## src/rtl/core/rabe_pkg.sv

```systemverilog
`default_nettype none
// ----------------------------------------------------------------------------
// rabe_pkg
// Opcodes, fault codes and sizes shared by the register ALU / branch unit.
// ----------------------------------------------------------------------------
package rabe_pkg;

  localparam int RegCount = 16;
  localparam int RegIdxW  = $clog2(RegCount);
  localparam int PcW      = 16;
  localparam int DataW    = 32;

  localparam logic [7:0] OP_MOV  = 8'h00;
  localparam logic [7:0] OP_SET  = 8'h01;
  localparam logic [7:0] OP_ADD  = 8'h10;
  localparam logic [7:0] OP_SUB  = 8'h11;
  localparam logic [7:0] OP_MUL  = 8'h12;
  localparam logic [7:0] OP_DIV  = 8'h13;
  localparam logic [7:0] OP_REM  = 8'h14;
  localparam logic [7:0] OP_OR   = 8'h15;
  localparam logic [7:0] OP_AND  = 8'h16;
  localparam logic [7:0] OP_XOR  = 8'h17;
  localparam logic [7:0] OP_NOT  = 8'h18;
  localparam logic [7:0] OP_SHL  = 8'h19;
  localparam logic [7:0] OP_SHR  = 8'h1A;
  localparam logic [7:0] OP_CMP  = 8'h20;
  localparam logic [7:0] OP_JZ   = 8'h21;
  localparam logic [7:0] OP_JNZ  = 8'h22;
  localparam logic [7:0] OP_JC   = 8'h23;
  localparam logic [7:0] OP_JNC  = 8'h24;
  localparam logic [7:0] OP_JBE  = 8'h25;
  localparam logic [7:0] OP_JA   = 8'h26;
  localparam logic [7:0] OP_JMP  = 8'h40;
  localparam logic [7:0] OP_JMPR = 8'h41;

  localparam logic [1:0] FAULT_NONE   = 2'd0;
  localparam logic [1:0] FAULT_DIV0   = 2'd1;
  localparam logic [1:0] FAULT_UNSUPP = 2'd2;

endpackage
`default_nettype wire

```

## src/rtl/core/register_alu_branch_execute_unit.sv

```systemverilog
`default_nettype none
// ----------------------------------------------------------------------------
// register_alu_branch_execute_unit
// Executes one decoded instruction per transfer against a 16 x 32 register
// memory and Z/C flags; returns written value, next pc, flags and fault.
// ----------------------------------------------------------------------------
// channel  dir  tdata fields (low bit first)                             tuser
// s_axis   in   func[7:0] dst[11:8] src[15:12] imm[47:16] pc[63:48]      -
// m_axis   out  result[31:0] wrote[32] next_pc[48:33] z[49] c[50]
//               fault[52:51], zero fill to 56 bits                        -
// After reset a sweep clears the register memory; no input is taken meanwhile.
// Per item: idle to idle through accept, two memory reads, execute, output;
// mul adds multiply states and div/rem the divider (one quotient bit per cycle).
// Input is taken only in idle; a result waits in the output register under
// back-pressure, the next item can be accepted alongside it and then holds
// in the output state until the register frees.
// ----------------------------------------------------------------------------
module register_alu_branch_execute_unit (
  input  wire logic        clk,
  input  wire logic        rst,
  input  wire logic        s_axis_tvalid,
  output logic             s_axis_tready,
  input  wire logic [63:0] s_axis_tdata,   // func, dst_index, src_index, immediate, current_pc
  output logic             m_axis_tvalid,
  input  wire logic        m_axis_tready,
  output logic [55:0]      m_axis_tdata    // result_value, wrote_register, next_pc,
                                           // zero_flag, carry_flag, fault
);

  localparam int AW = rabe_pkg::RegIdxW;
  localparam int DW = rabe_pkg::DataW;
  localparam int PW = rabe_pkg::PcW;

  typedef enum logic [7:0] {
    S_CLEAR = 8'b0000_0001,
    S_IDLE  = 8'b0000_0010,
    S_RDA   = 8'b0000_0100,
    S_RDB   = 8'b0000_1000,
    S_EXEC  = 8'b0001_0000,
    S_MUL   = 8'b0010_0000,
    S_DIV   = 8'b0100_0000,
    S_OUT   = 8'b1000_0000
  } state_t;

  state_t state;

  logic [DW-1:0] regmem [rabe_pkg::RegCount];
  logic [DW-1:0] rd_data;
  logic [AW-1:0] rd_addr;
  logic          wr_en;
  logic [AW-1:0] wr_addr;
  logic [DW-1:0] wr_data;

  logic [7:0]    func;
  logic [AW-1:0] dst;
  logic [AW-1:0] src;
  logic [DW-1:0] imm;
  logic [PW-1:0] pc;
  logic [DW-1:0] opa;
  logic [DW-1:0] opb;
  logic          zf;
  logic          cf;
  logic [AW:0]   clr_cnt;

  logic [DW-1:0] prod_ll;
  logic [DW-1:0] prod_lh;
  logic [DW-1:0] prod_hl;
  logic [1:0]    mul_step;

  logic [DW-1:0] quo;
  logic [DW-1:0] rem;
  logic [5:0]    div_cnt;
  logic [DW:0]   rem_shift;
  logic [DW:0]   rem_try;

  logic          out_valid;
  logic [DW-1:0] o_val;
  logic          o_wr;
  logic [PW-1:0] o_pc;
  logic          o_z;
  logic          o_c;
  logic [1:0]    o_fault;

  logic          hold_free;
  assign hold_free = !out_valid || m_axis_tready;

  assign s_axis_tready = (state == S_IDLE);
  assign m_axis_tvalid = out_valid;
  assign m_axis_tdata  = {3'b000, o_fault, o_c, o_z, o_pc, o_wr, o_val};

  always_comb begin
    case (state)
      S_IDLE:  rd_addr = s_axis_tdata[8 +: AW];
      S_RDA:   rd_addr = src;
      default: rd_addr = dst;
    endcase
  end

  always_ff @(posedge clk) begin
    if (wr_en) begin
      regmem[wr_addr] <= wr_data;
    end
    rd_data <= regmem[rd_addr];
  end

  assign rem_shift = {rem, quo[DW-1]};
  assign rem_try   = rem_shift - {1'b0, opb};

  // execute result
  logic [DW-1:0] ex_val;
  logic          ex_wr;
  logic          ex_take;
  logic [PW-1:0] ex_pc;
  logic [1:0]    ex_fault;
  logic          ex_setf;
  logic [PW-1:0] target;

  assign target = pc + imm[PW-1:0];

  always_comb begin
    ex_val   = '0;
    ex_wr    = 1'b0;
    ex_take  = 1'b0;
    ex_pc    = pc;
    ex_fault = rabe_pkg::FAULT_NONE;
    ex_setf  = 1'b0;
    case (func)
      rabe_pkg::OP_MOV:  begin ex_val = opb; ex_wr = 1'b1; end
      rabe_pkg::OP_SET:  begin ex_val = imm; ex_wr = 1'b1; end
      rabe_pkg::OP_ADD:  begin ex_val = opa + opb; ex_wr = 1'b1; end
      rabe_pkg::OP_SUB:  begin ex_val = opa - opb; ex_wr = 1'b1; end
      rabe_pkg::OP_MUL:  begin ex_val = prod_ll + ((prod_lh + prod_hl) << 16); ex_wr = 1'b1; end
      rabe_pkg::OP_DIV:  begin ex_val = quo; ex_wr = (opb != '0); end
      rabe_pkg::OP_REM:  begin ex_val = rem; ex_wr = (opb != '0); end
      rabe_pkg::OP_OR:   begin ex_val = opa | opb; ex_wr = 1'b1; end
      rabe_pkg::OP_AND:  begin ex_val = opa & opb; ex_wr = 1'b1; end
      rabe_pkg::OP_XOR:  begin ex_val = opa ^ opb; ex_wr = 1'b1; end
      rabe_pkg::OP_NOT:  begin ex_val = ~opa; ex_wr = 1'b1; end
      rabe_pkg::OP_SHL:  begin ex_val = opa << opb[4:0]; ex_wr = 1'b1; end
      rabe_pkg::OP_SHR:  begin ex_val = opa >> opb[4:0]; ex_wr = 1'b1; end
      rabe_pkg::OP_CMP:  ex_setf = 1'b1;
      rabe_pkg::OP_JZ:   ex_take = zf;
      rabe_pkg::OP_JNZ:  ex_take = !zf;
      rabe_pkg::OP_JC:   ex_take = cf;
      rabe_pkg::OP_JNC:  ex_take = !cf;
      rabe_pkg::OP_JBE:  ex_take = cf || zf;
      rabe_pkg::OP_JA:   ex_take = !cf && !zf;
      rabe_pkg::OP_JMP:  ex_take = 1'b1;
      rabe_pkg::OP_JMPR: ex_pc = opa[PW-1:0];
      default:           ex_fault = rabe_pkg::FAULT_UNSUPP;
    endcase
    if ((func == rabe_pkg::OP_DIV || func == rabe_pkg::OP_REM) && opb == '0) begin
      ex_fault = rabe_pkg::FAULT_DIV0;
      ex_val   = '0;
    end
    if (ex_take) begin
      ex_pc = target;
    end
  end

  always_ff @(posedge clk) begin
    if (rst) begin
      state     <= S_CLEAR;
      clr_cnt   <= '0;
      zf        <= 1'b0;
      cf        <= 1'b0;
      out_valid <= 1'b0;
      wr_en     <= 1'b0;
    end else begin
      wr_en <= (state == S_CLEAR && !clr_cnt[AW]) || (state == S_EXEC && ex_wr);
      if (state == S_OUT && hold_free) begin
        out_valid <= 1'b1;
      end else if (out_valid && m_axis_tready) begin
        out_valid <= 1'b0;
      end
      case (state)
        S_CLEAR: begin
          wr_addr <= clr_cnt[AW-1:0];
          wr_data <= '0;
          clr_cnt <= clr_cnt + (AW+1)'(1);
          if (clr_cnt == (AW+1)'(rabe_pkg::RegCount)) begin
            state <= S_IDLE;
          end
        end
        S_IDLE: begin
          if (s_axis_tvalid) begin
            func  <= s_axis_tdata[7:0];
            dst   <= s_axis_tdata[8 +: AW];
            src   <= s_axis_tdata[12 +: AW];
            imm   <= s_axis_tdata[47:16];
            pc    <= s_axis_tdata[63:48];
            state <= S_RDA;
          end
        end
        S_RDA: begin
          opa   <= rd_data;
          state <= S_RDB;
        end
        S_RDB: begin
          if (func == rabe_pkg::OP_MUL) begin
            mul_step <= '0;
            state    <= S_MUL;
          end else if (func == rabe_pkg::OP_DIV || func == rabe_pkg::OP_REM) begin
            quo     <= opa;
            rem     <= '0;
            div_cnt <= '0;
            state   <= S_DIV;
          end else begin
            state <= S_EXEC;
          end
        end
        S_MUL: begin
          mul_step <= mul_step + 2'd1;
          prod_ll  <= DW'(opa[15:0] * opb[15:0]);
          prod_lh  <= DW'(opa[15:0] * opb[31:16]);
          prod_hl  <= DW'(opa[31:16] * opb[15:0]);
          if (mul_step == 2'd1) begin
            state <= S_EXEC;
          end
        end
        S_DIV: begin
          div_cnt <= div_cnt + 6'd1;
          if (rem_try[DW]) begin
            rem <= rem_shift[DW-1:0];
            quo <= {quo[DW-2:0], 1'b0};
          end else begin
            rem <= rem_try[DW-1:0];
            quo <= {quo[DW-2:0], 1'b1};
          end
          if (div_cnt == 6'(DW - 1)) begin
            state <= S_EXEC;
          end
        end
        S_EXEC: begin
          if (ex_setf) begin
            zf <= (opa == opb);
            cf <= (opa < opb);
          end
          wr_addr <= dst;
          wr_data <= ex_val;
          state   <= S_OUT;
        end
        S_OUT: begin
          if (hold_free) begin
            o_val   <= ex_wr ? ex_val : '0;
            o_wr    <= ex_wr;
            o_pc    <= ex_pc;
            o_fault <= ex_fault;
            o_z     <= zf;
            o_c     <= cf;
            state   <= S_IDLE;
          end
        end
        default: state <= S_IDLE;
      endcase
    end
  end

  // second operand captured the cycle after its read address
  always_ff @(posedge clk) begin
    if (state == S_RDB) begin
      opb <= rd_data;
    end
  end

  // first read (dst) issued in the accepting idle cycle, second (src) in S_RDA

  a_no_accept_busy: assert property (@(posedge clk) disable iff (rst)
    (state != S_IDLE) |-> !s_axis_tready)
    else $error("accept outside idle");

  a_div0_no_write: assert property (@(posedge clk) disable iff (rst)
    (state == S_EXEC && (func == rabe_pkg::OP_DIV || func == rabe_pkg::OP_REM)
     && opb == '0) |=> !wr_en)
    else $error("write on divide by zero");

  a_out_hold: assert property (@(posedge clk) disable iff (rst)
    (out_valid && !m_axis_tready) |=> out_valid && $stable(m_axis_tdata))
    else $error("result lost under stall");

endmodule
`default_nettype wire

```

## config.mk

```make
export PLATFORM = sky130hd
export DESIGN_NAME = register_alu_branch_execute_unit
export DESIGN_NICKNAME = d
export VERILOG_FILES = /design/src/rtl/core/rabe_pkg.sv /design/src/rtl/core/register_alu_branch_execute_unit.sv
export SDC_FILE = /design/constraint.sdc
export NUM_CORES = 2
export LEC_CHECK = 0
export ABC_AREA = 1
export BUFFER_PORTS_ARGS = -buffer_cell sky130_fd_sc_hd__buf_2
export CAP_MARGIN = 20
export CELL_PAD_IN_SITES_DETAIL_PLACEMENT = 0
export CELL_PAD_IN_SITES_GLOBAL_PLACEMENT = 1
export CORE_UTILIZATION = 45
export DETAILED_ROUTE_END_ITERATION = 16
export HOLD_SLACK_MARGIN = 0.05
export PLACE_DENSITY = 0.79
export SETUP_SLACK_MARGIN = 0.3
export SLEW_MARGIN = 20
export SYNTH_ARGS = -nofsm -noshare
export SYNTH_HDL_FRONTEND = slang
export SYNTH_SLANG_ARGS = --single-unit
```

## constraint.sdc

```tcl
create_clock -name clk -period 8.68 [get_ports clk]
set_input_delay 1.736 -clock clk [delete_from_list [all_inputs] [get_ports clk]]
set_output_delay 1.736 -clock clk [all_outputs]
set_load 0.01 [all_outputs]
```

Yosys cells after proc, flatten, opt, wreduce, memory -nomap -nowiden

Memories as Yosys holds them, arrays and structs flattened. A register that Yosys moved wholly into a read port is not among the register bits.
Cells that the tools add are included.

Equal/unequal tests: 41
Shifts and indexed selects: 2
$lt $le $gt $ge: 1
Multiply operators: 3
Reductions and logical operators: 33
Multiplexer cells: 36
Bitwise gates (word level): 5
$add $sub $neg: 9

Operator list:

| operator             | count |
|---|---|
| $pmux W32 S13        | 1 |
| $mux W32             | 6 |
| $pmux W32 S2         | 3 |
| $eq A8 B5 Y1 const B | 12 |
| $add A32 B32 Y32     | 2 |
| $eq A8 B6 Y1 const B | 8 |
| $pmux W8 S8          | 1 |
| $mux W8              | 5 |
| $sub A33 B32 Y33     | 1 |
| $add A16 B16 Y16     | 2 |
| $and A32 B32 Y32     | 1 |
| $eq A32 B32 Y1       | 1 |
| $logic_not A32 Y1    | 1 |
| $lt A32 B32 Y1       | 1 |
| $mul A16 B16 Y16     | 2 |
| $mul A16 B16 Y32     | 1 |
| $mux W16             | 2 |
| $not A32 Y32         | 1 |
| $or A32 B32 Y32      | 1 |
| $reduce_bool A32 Y1  | 1 |
| $shl A32 B5 Y32      | 1 |
| $shr A32 B5 Y32      | 1 |
| $sub A32 B32 Y32     | 1 |
| $xor A32 B32 Y32     | 1 |
| 36 further kinds     | 73 |

Memory bits (writable): 512
Memories: 1
Flip-flop bits (word level): 370
Output and inout bits: 58
Word-level logic and storage cells: 159

Memory list:

| memory | depth | width | read ports | clocked after Yosys merged registers in | wr ports | RTL line                               | RTL |
|---|---|---|---|---|---|---|---|
| regmem | 16    | 32    | 1          | 1                                       | 1        | register_alu_branch_execute_unit.sv:47 | `logic [DW-1:0] regmem [rabe_pkg::RegCount];` |

Logic depth before layout (Yosys ltp)

Depth in word-level cells: 5
Depth in mapped cells: 30
Depth with buffers taken out: 28

Worst setup path after synthesis

No wires, ideal clock.

Path type: input port to flip-flop
Start: in rst
End: reg div_cnt[0] (enable)
Path buffers: 0
Cell stages on the path: 1
Slack: 1169 ps
Library setup time: 603 ps
Required time: 8077 ps
Arrival: 6907 ps
Path through: a211oi_1

Longest elaborated chain between the ends: 2

Ends and longest elaborated chain:

| item                               | RTL line                                | RTL |
|---|---|---|
| start, declared                    | register_alu_branch_execute_unit.sv:20  | `input wire logic rst,` |
| $not A1 Y1 (no source line)        | --                                      |  |
| $reduce_and A4 Y1 (no source line) | --                                      |  |
| end signal, assigned               | register_alu_branch_execute_unit.sv:222 | `div_cnt <= div_cnt + 6'd1;` |
| end, declared                      | register_alu_branch_execute_unit.sv:72  | `logic [5:0] div_cnt;` |

Every way passes these cells.
A chain may end at the register's enable or synchronous reset.

Worst setup path after layout

Start: reg opb[8]
End: reg prod_ll[21], data pin

Longest elaborated chain between the ends: 1

Ends and longest elaborated chain:

| item                   | RTL line                                | RTL |
|---|---|---|
| start, declared        | register_alu_branch_execute_unit.sv:60  | `logic [DW-1:0] opb;` |
| start signal, assigned | register_alu_branch_execute_unit.sv:262 | `opb <= rd_data;` |
| $mul A16 B16 Y32       | register_alu_branch_execute_unit.sv:214 | `prod_ll <= DW'(opa[15:0] * opb[15:0]);` |
| end signal, assigned   | register_alu_branch_execute_unit.sv:214 |  |
| end, declared          | register_alu_branch_execute_unit.sv:65  | `logic [DW-1:0] prod_ll;` |

Every way passes these cells.

==> impl_metrics.csv <==
group,metric,value,unit
power,swShare,30.1,%
worst_setup_path,cp.arrival,6.99,ns
global_route,grt_pass1_vias,54300,
synthesis,synthFlopType,"edfxtp_1",
die,die_area,151000,um2
layout,fin_util,49.6,%
timing,fmax,153,MHz
worst_setup_path,reg2reg_slack,2.16,ns
synthesis,synth_seq_cells,914,
worst_setup_path,path_delay_family,"adder cells",
layout,n_fill_cell,14200,
synthesis,yosysTopAreaCell,"edfxtp_1",
timing,fin_crit,6.52,ns
worst_hold_path,hp-class,"reg -> reg",
global_route,grt_pass1_wl,377000,um
layout,ff_latch_area,27000,um2
timing,worst_pin_slew,1.30,ns
synthesis,syn_area_per_cell,8.35,um2
power,internal-power,8.23,mW
power,power_density,160,nW/um2
synthesis,synthesis.area,67500,um2
synthesis,netlist.area_leader.share,38.5,%
flow_run,maxCapViolCount,0,
synthesis,yosys_warnings,0,
routing,first_iter_violations,6226,
outcome,status,"finished, final reports clean",
cts,cts_max_path_buffers,3,
power,clkPwrFrac,36.6,%
routing,wl_per_cell,26.0,um
power,leakage,34.5,nW
worst_setup_path,r2r_start,"opb[8]",
die,core,148000,um2
timing,rsz0062_at_grt,"no",
synthesis,ys_types,52,
die,pin_count,126,
placed_design,gp_congestion,1.06,
worst_hold_path,hold_path_depth,0,
layout,mostFrequentLayoutCell,"nand2_1",
routing,dr.pass1.iters,6,
synthesis,ys_seq_area_share,40.0,%
cts,cts_setup_buffers,0,
cts,hold_buffers,0,
routing,ant_nets,0,
worst_setup_path,critPathBufInv,5,
worst_setup_path,cp_common_cell,"fa_1",
routing,post_drt_via_cell_ratio,5.65,
worst_setup_path,cp_cell_sequence,"ha_1 > inv_1 > fa_1 > inv_1 > fa_1 > fa_1 > fa_1 > fa_1 > inv_1 > fa_1 > inv_1 > ha_1 > nand2_1 > nor2_1 > inv_1 > nor4_1 > a21oi_1 > o21bai_1 > nand2_1 > nand2_1 > xor2_1",
die,fp-row-count,141,
timing,period_share,75.1,%
cts,cts.repair.resized,0,
placed_design,dp_hpwl,195000,um
routing,post-route-drc-count,0,
worst_setup_path,cp_slowest_cell,"edfxtp_1",
worst_hold_path,whs_endpoint,"opb[23]",
global_route,antenna_found_initial,10,
global_route,grt.total_usage,34.3,%
power,p_seq_share,48.0,%
cts,clock-sinks,914,
worst_setup_path,critPathMaxFanout,25,
routing,vias,57100,
cts,path_clk_slew,0.06,ns
timing,finClkSkew,0.0841,ns
worst_setup_path,reg2reg_to,"prod_ll[21]",
layout,drive_gt1_share,5.94,%
synthesis,yosys-top-cells-area,"edfxtp_1 38%, nand2_1 11%, fa_1 11%, inv_1 8.1%, ha_1 7.0%",
layout,mostFrequentLayoutCells,"2047 x nand2_1, 1448 x inv_1, 865 x edfxtp_1, 821 x nand3_1, 472 x nor2_1",
global_route,grt.overflow.total,0,
power,combPwrFrac,15.4,%
worst_setup_path,crit_path_start_kind,"flop",
timing,slew_violations,0,
die,die_w,389,um
timing,setup_viol,0,
worst_hold_path,hold_start,"rd_data[23]",
global_route,grt_max_degree,187,
die,die_h,389,um
cts,cts-htree-levels,3,
layout,post_layout_nonfiller_instances,10100,
layout,nets,8887,
worst_setup_path,cp_slowest_stage_delay,1.02,ns
synthesis,synth_async_sr_flop_share,0,%
power,p_switching,3.54,mW
timing,hold_violations,0,
worst_setup_path,worstPathRequired,9.16,ns
routing,routed_wl,262000,um
cts,clk_latency,0.79,ns
placed_design,placed_cells,9904,
cts,cts_made_buffers,101,
synthesis,syn_inst,8079,
synthesis,synth_edf_count,865,
layout,multiInputGateArea,33600,um2
placed_design,port_buffers,122,
cts,cts_tree,"done",
timing,finalSetupTns,0,ns
timing,max_slew_margin,13.2,%
layout,area.growth.synth_to_final,8.88,%
worst_setup_path,crit_path_end_kind,"flop",
cts,root_buffer,"clkbuf_16",
die,start_util,45.5,%
worst_setup_path,rr_worst_depth,21,
power,ir_drop,266,uV
worst_setup_path,worstSetupPathType,"reg -> reg",
kinds of logic after synthesis:
group,synth area share [%]
xor+xnor,1.62
fa+ha+maj,17.7
compound gates,7.65
mux,0.0148
simple gates,22.5
buf+inv,10.6
other cells,0.00556
flops,40.0
routing by layer:
metal | global-route usage (%) | vias to the layer above | wire length, um
met4 | 15.4 | 10 | 13800
met3 | 6.49 | 562 | 24400
met5 | 0 | - | 66
met2 | 53.4 | 2748 | 116000
li1 | - | 26100 | -
met1 | 46.5 | 27700 | 108000
stage by stage:
stage	total power [mW]	hold slack [ns]	setup WS (ns)	cell area, um2
finish	11.8	0.383	2.16	73500
global route	12.2	0.385	1.86	73500
CTS	11.8	0.376	2.19	73400
detailed placement	7.52	0.415	2.19	70100
global placement	7.50	0.407	2.21	70100
floorplan	6.81	0.404	1.17	67500
synthesized netlist by cell type, types with 116 or more instances:
cell type and count:
fa_1 360, inv_1 1450, ha_1 380, nor2_1 493, nand2_1 2049, o211ai_1 175, o21ai_0 252, nand3_1 821
edfxtp_1 865, buf_2 116, a21oi_1 280, clkbuf_1 167
worst max path at each step:
stage            from           to  cells past startpoint
2_1_floorplan     rst   div_cnt[0]                      1
3_3_place_gp   opb[8]  prod_ll[21]                     21
3_5_place_dp   opb[8]  prod_ll[23]                     21
4_1_cts        opb[8]  prod_ll[23]                     21
5_1_grt        opb[8]  prod_ll[21]                     21
6_report       opb[8]  prod_ll[21]                     21
layout make-up:
type	count	area share, %
Tap cell	1930	3.29
Multi-Input combinational cell	5339	45.8
Inverter	1470	7.51
Antenna cell	4	0.0136
Sequential cell	914	36.7
Clock inverter	58	0.862
Timing Repair Buffer	253	2.25
Clock buffer	126	3.62
registers in the layout, summed over array words and instances (netlist names), 5 cells and up:
name and flops:
regmem 512, imm 32, o_val 32, opa 32
opb 32, prod_ll 32, quo 32, rd_data 32
rem 32, wr_data 32, o_pc 16, pc 16
prod_hl 16, prod_lh 16, func 8, state 8
div_cnt 6, clr_cnt 5
power by group through the flow:
| stage | Sequential, mW | Clock, mW | Combinational (mW) |
|---|---|---|---|
| 2_1_floorplan | 5.57 | 0 | 1.24 |
| 3_3_place_gp | 5.71 | 0 | 1.79 |
| 3_5_place_dp | 5.72 | 0 | 1.80 |
| 4_1_cts | 5.63 | 4.37 | 1.81 |
| 5_1_grt | 5.68 | 4.51 | 2.01 |
| 6_report | 5.65 | 4.31 | 1.81 |
(Power assumes the default switching activity.)
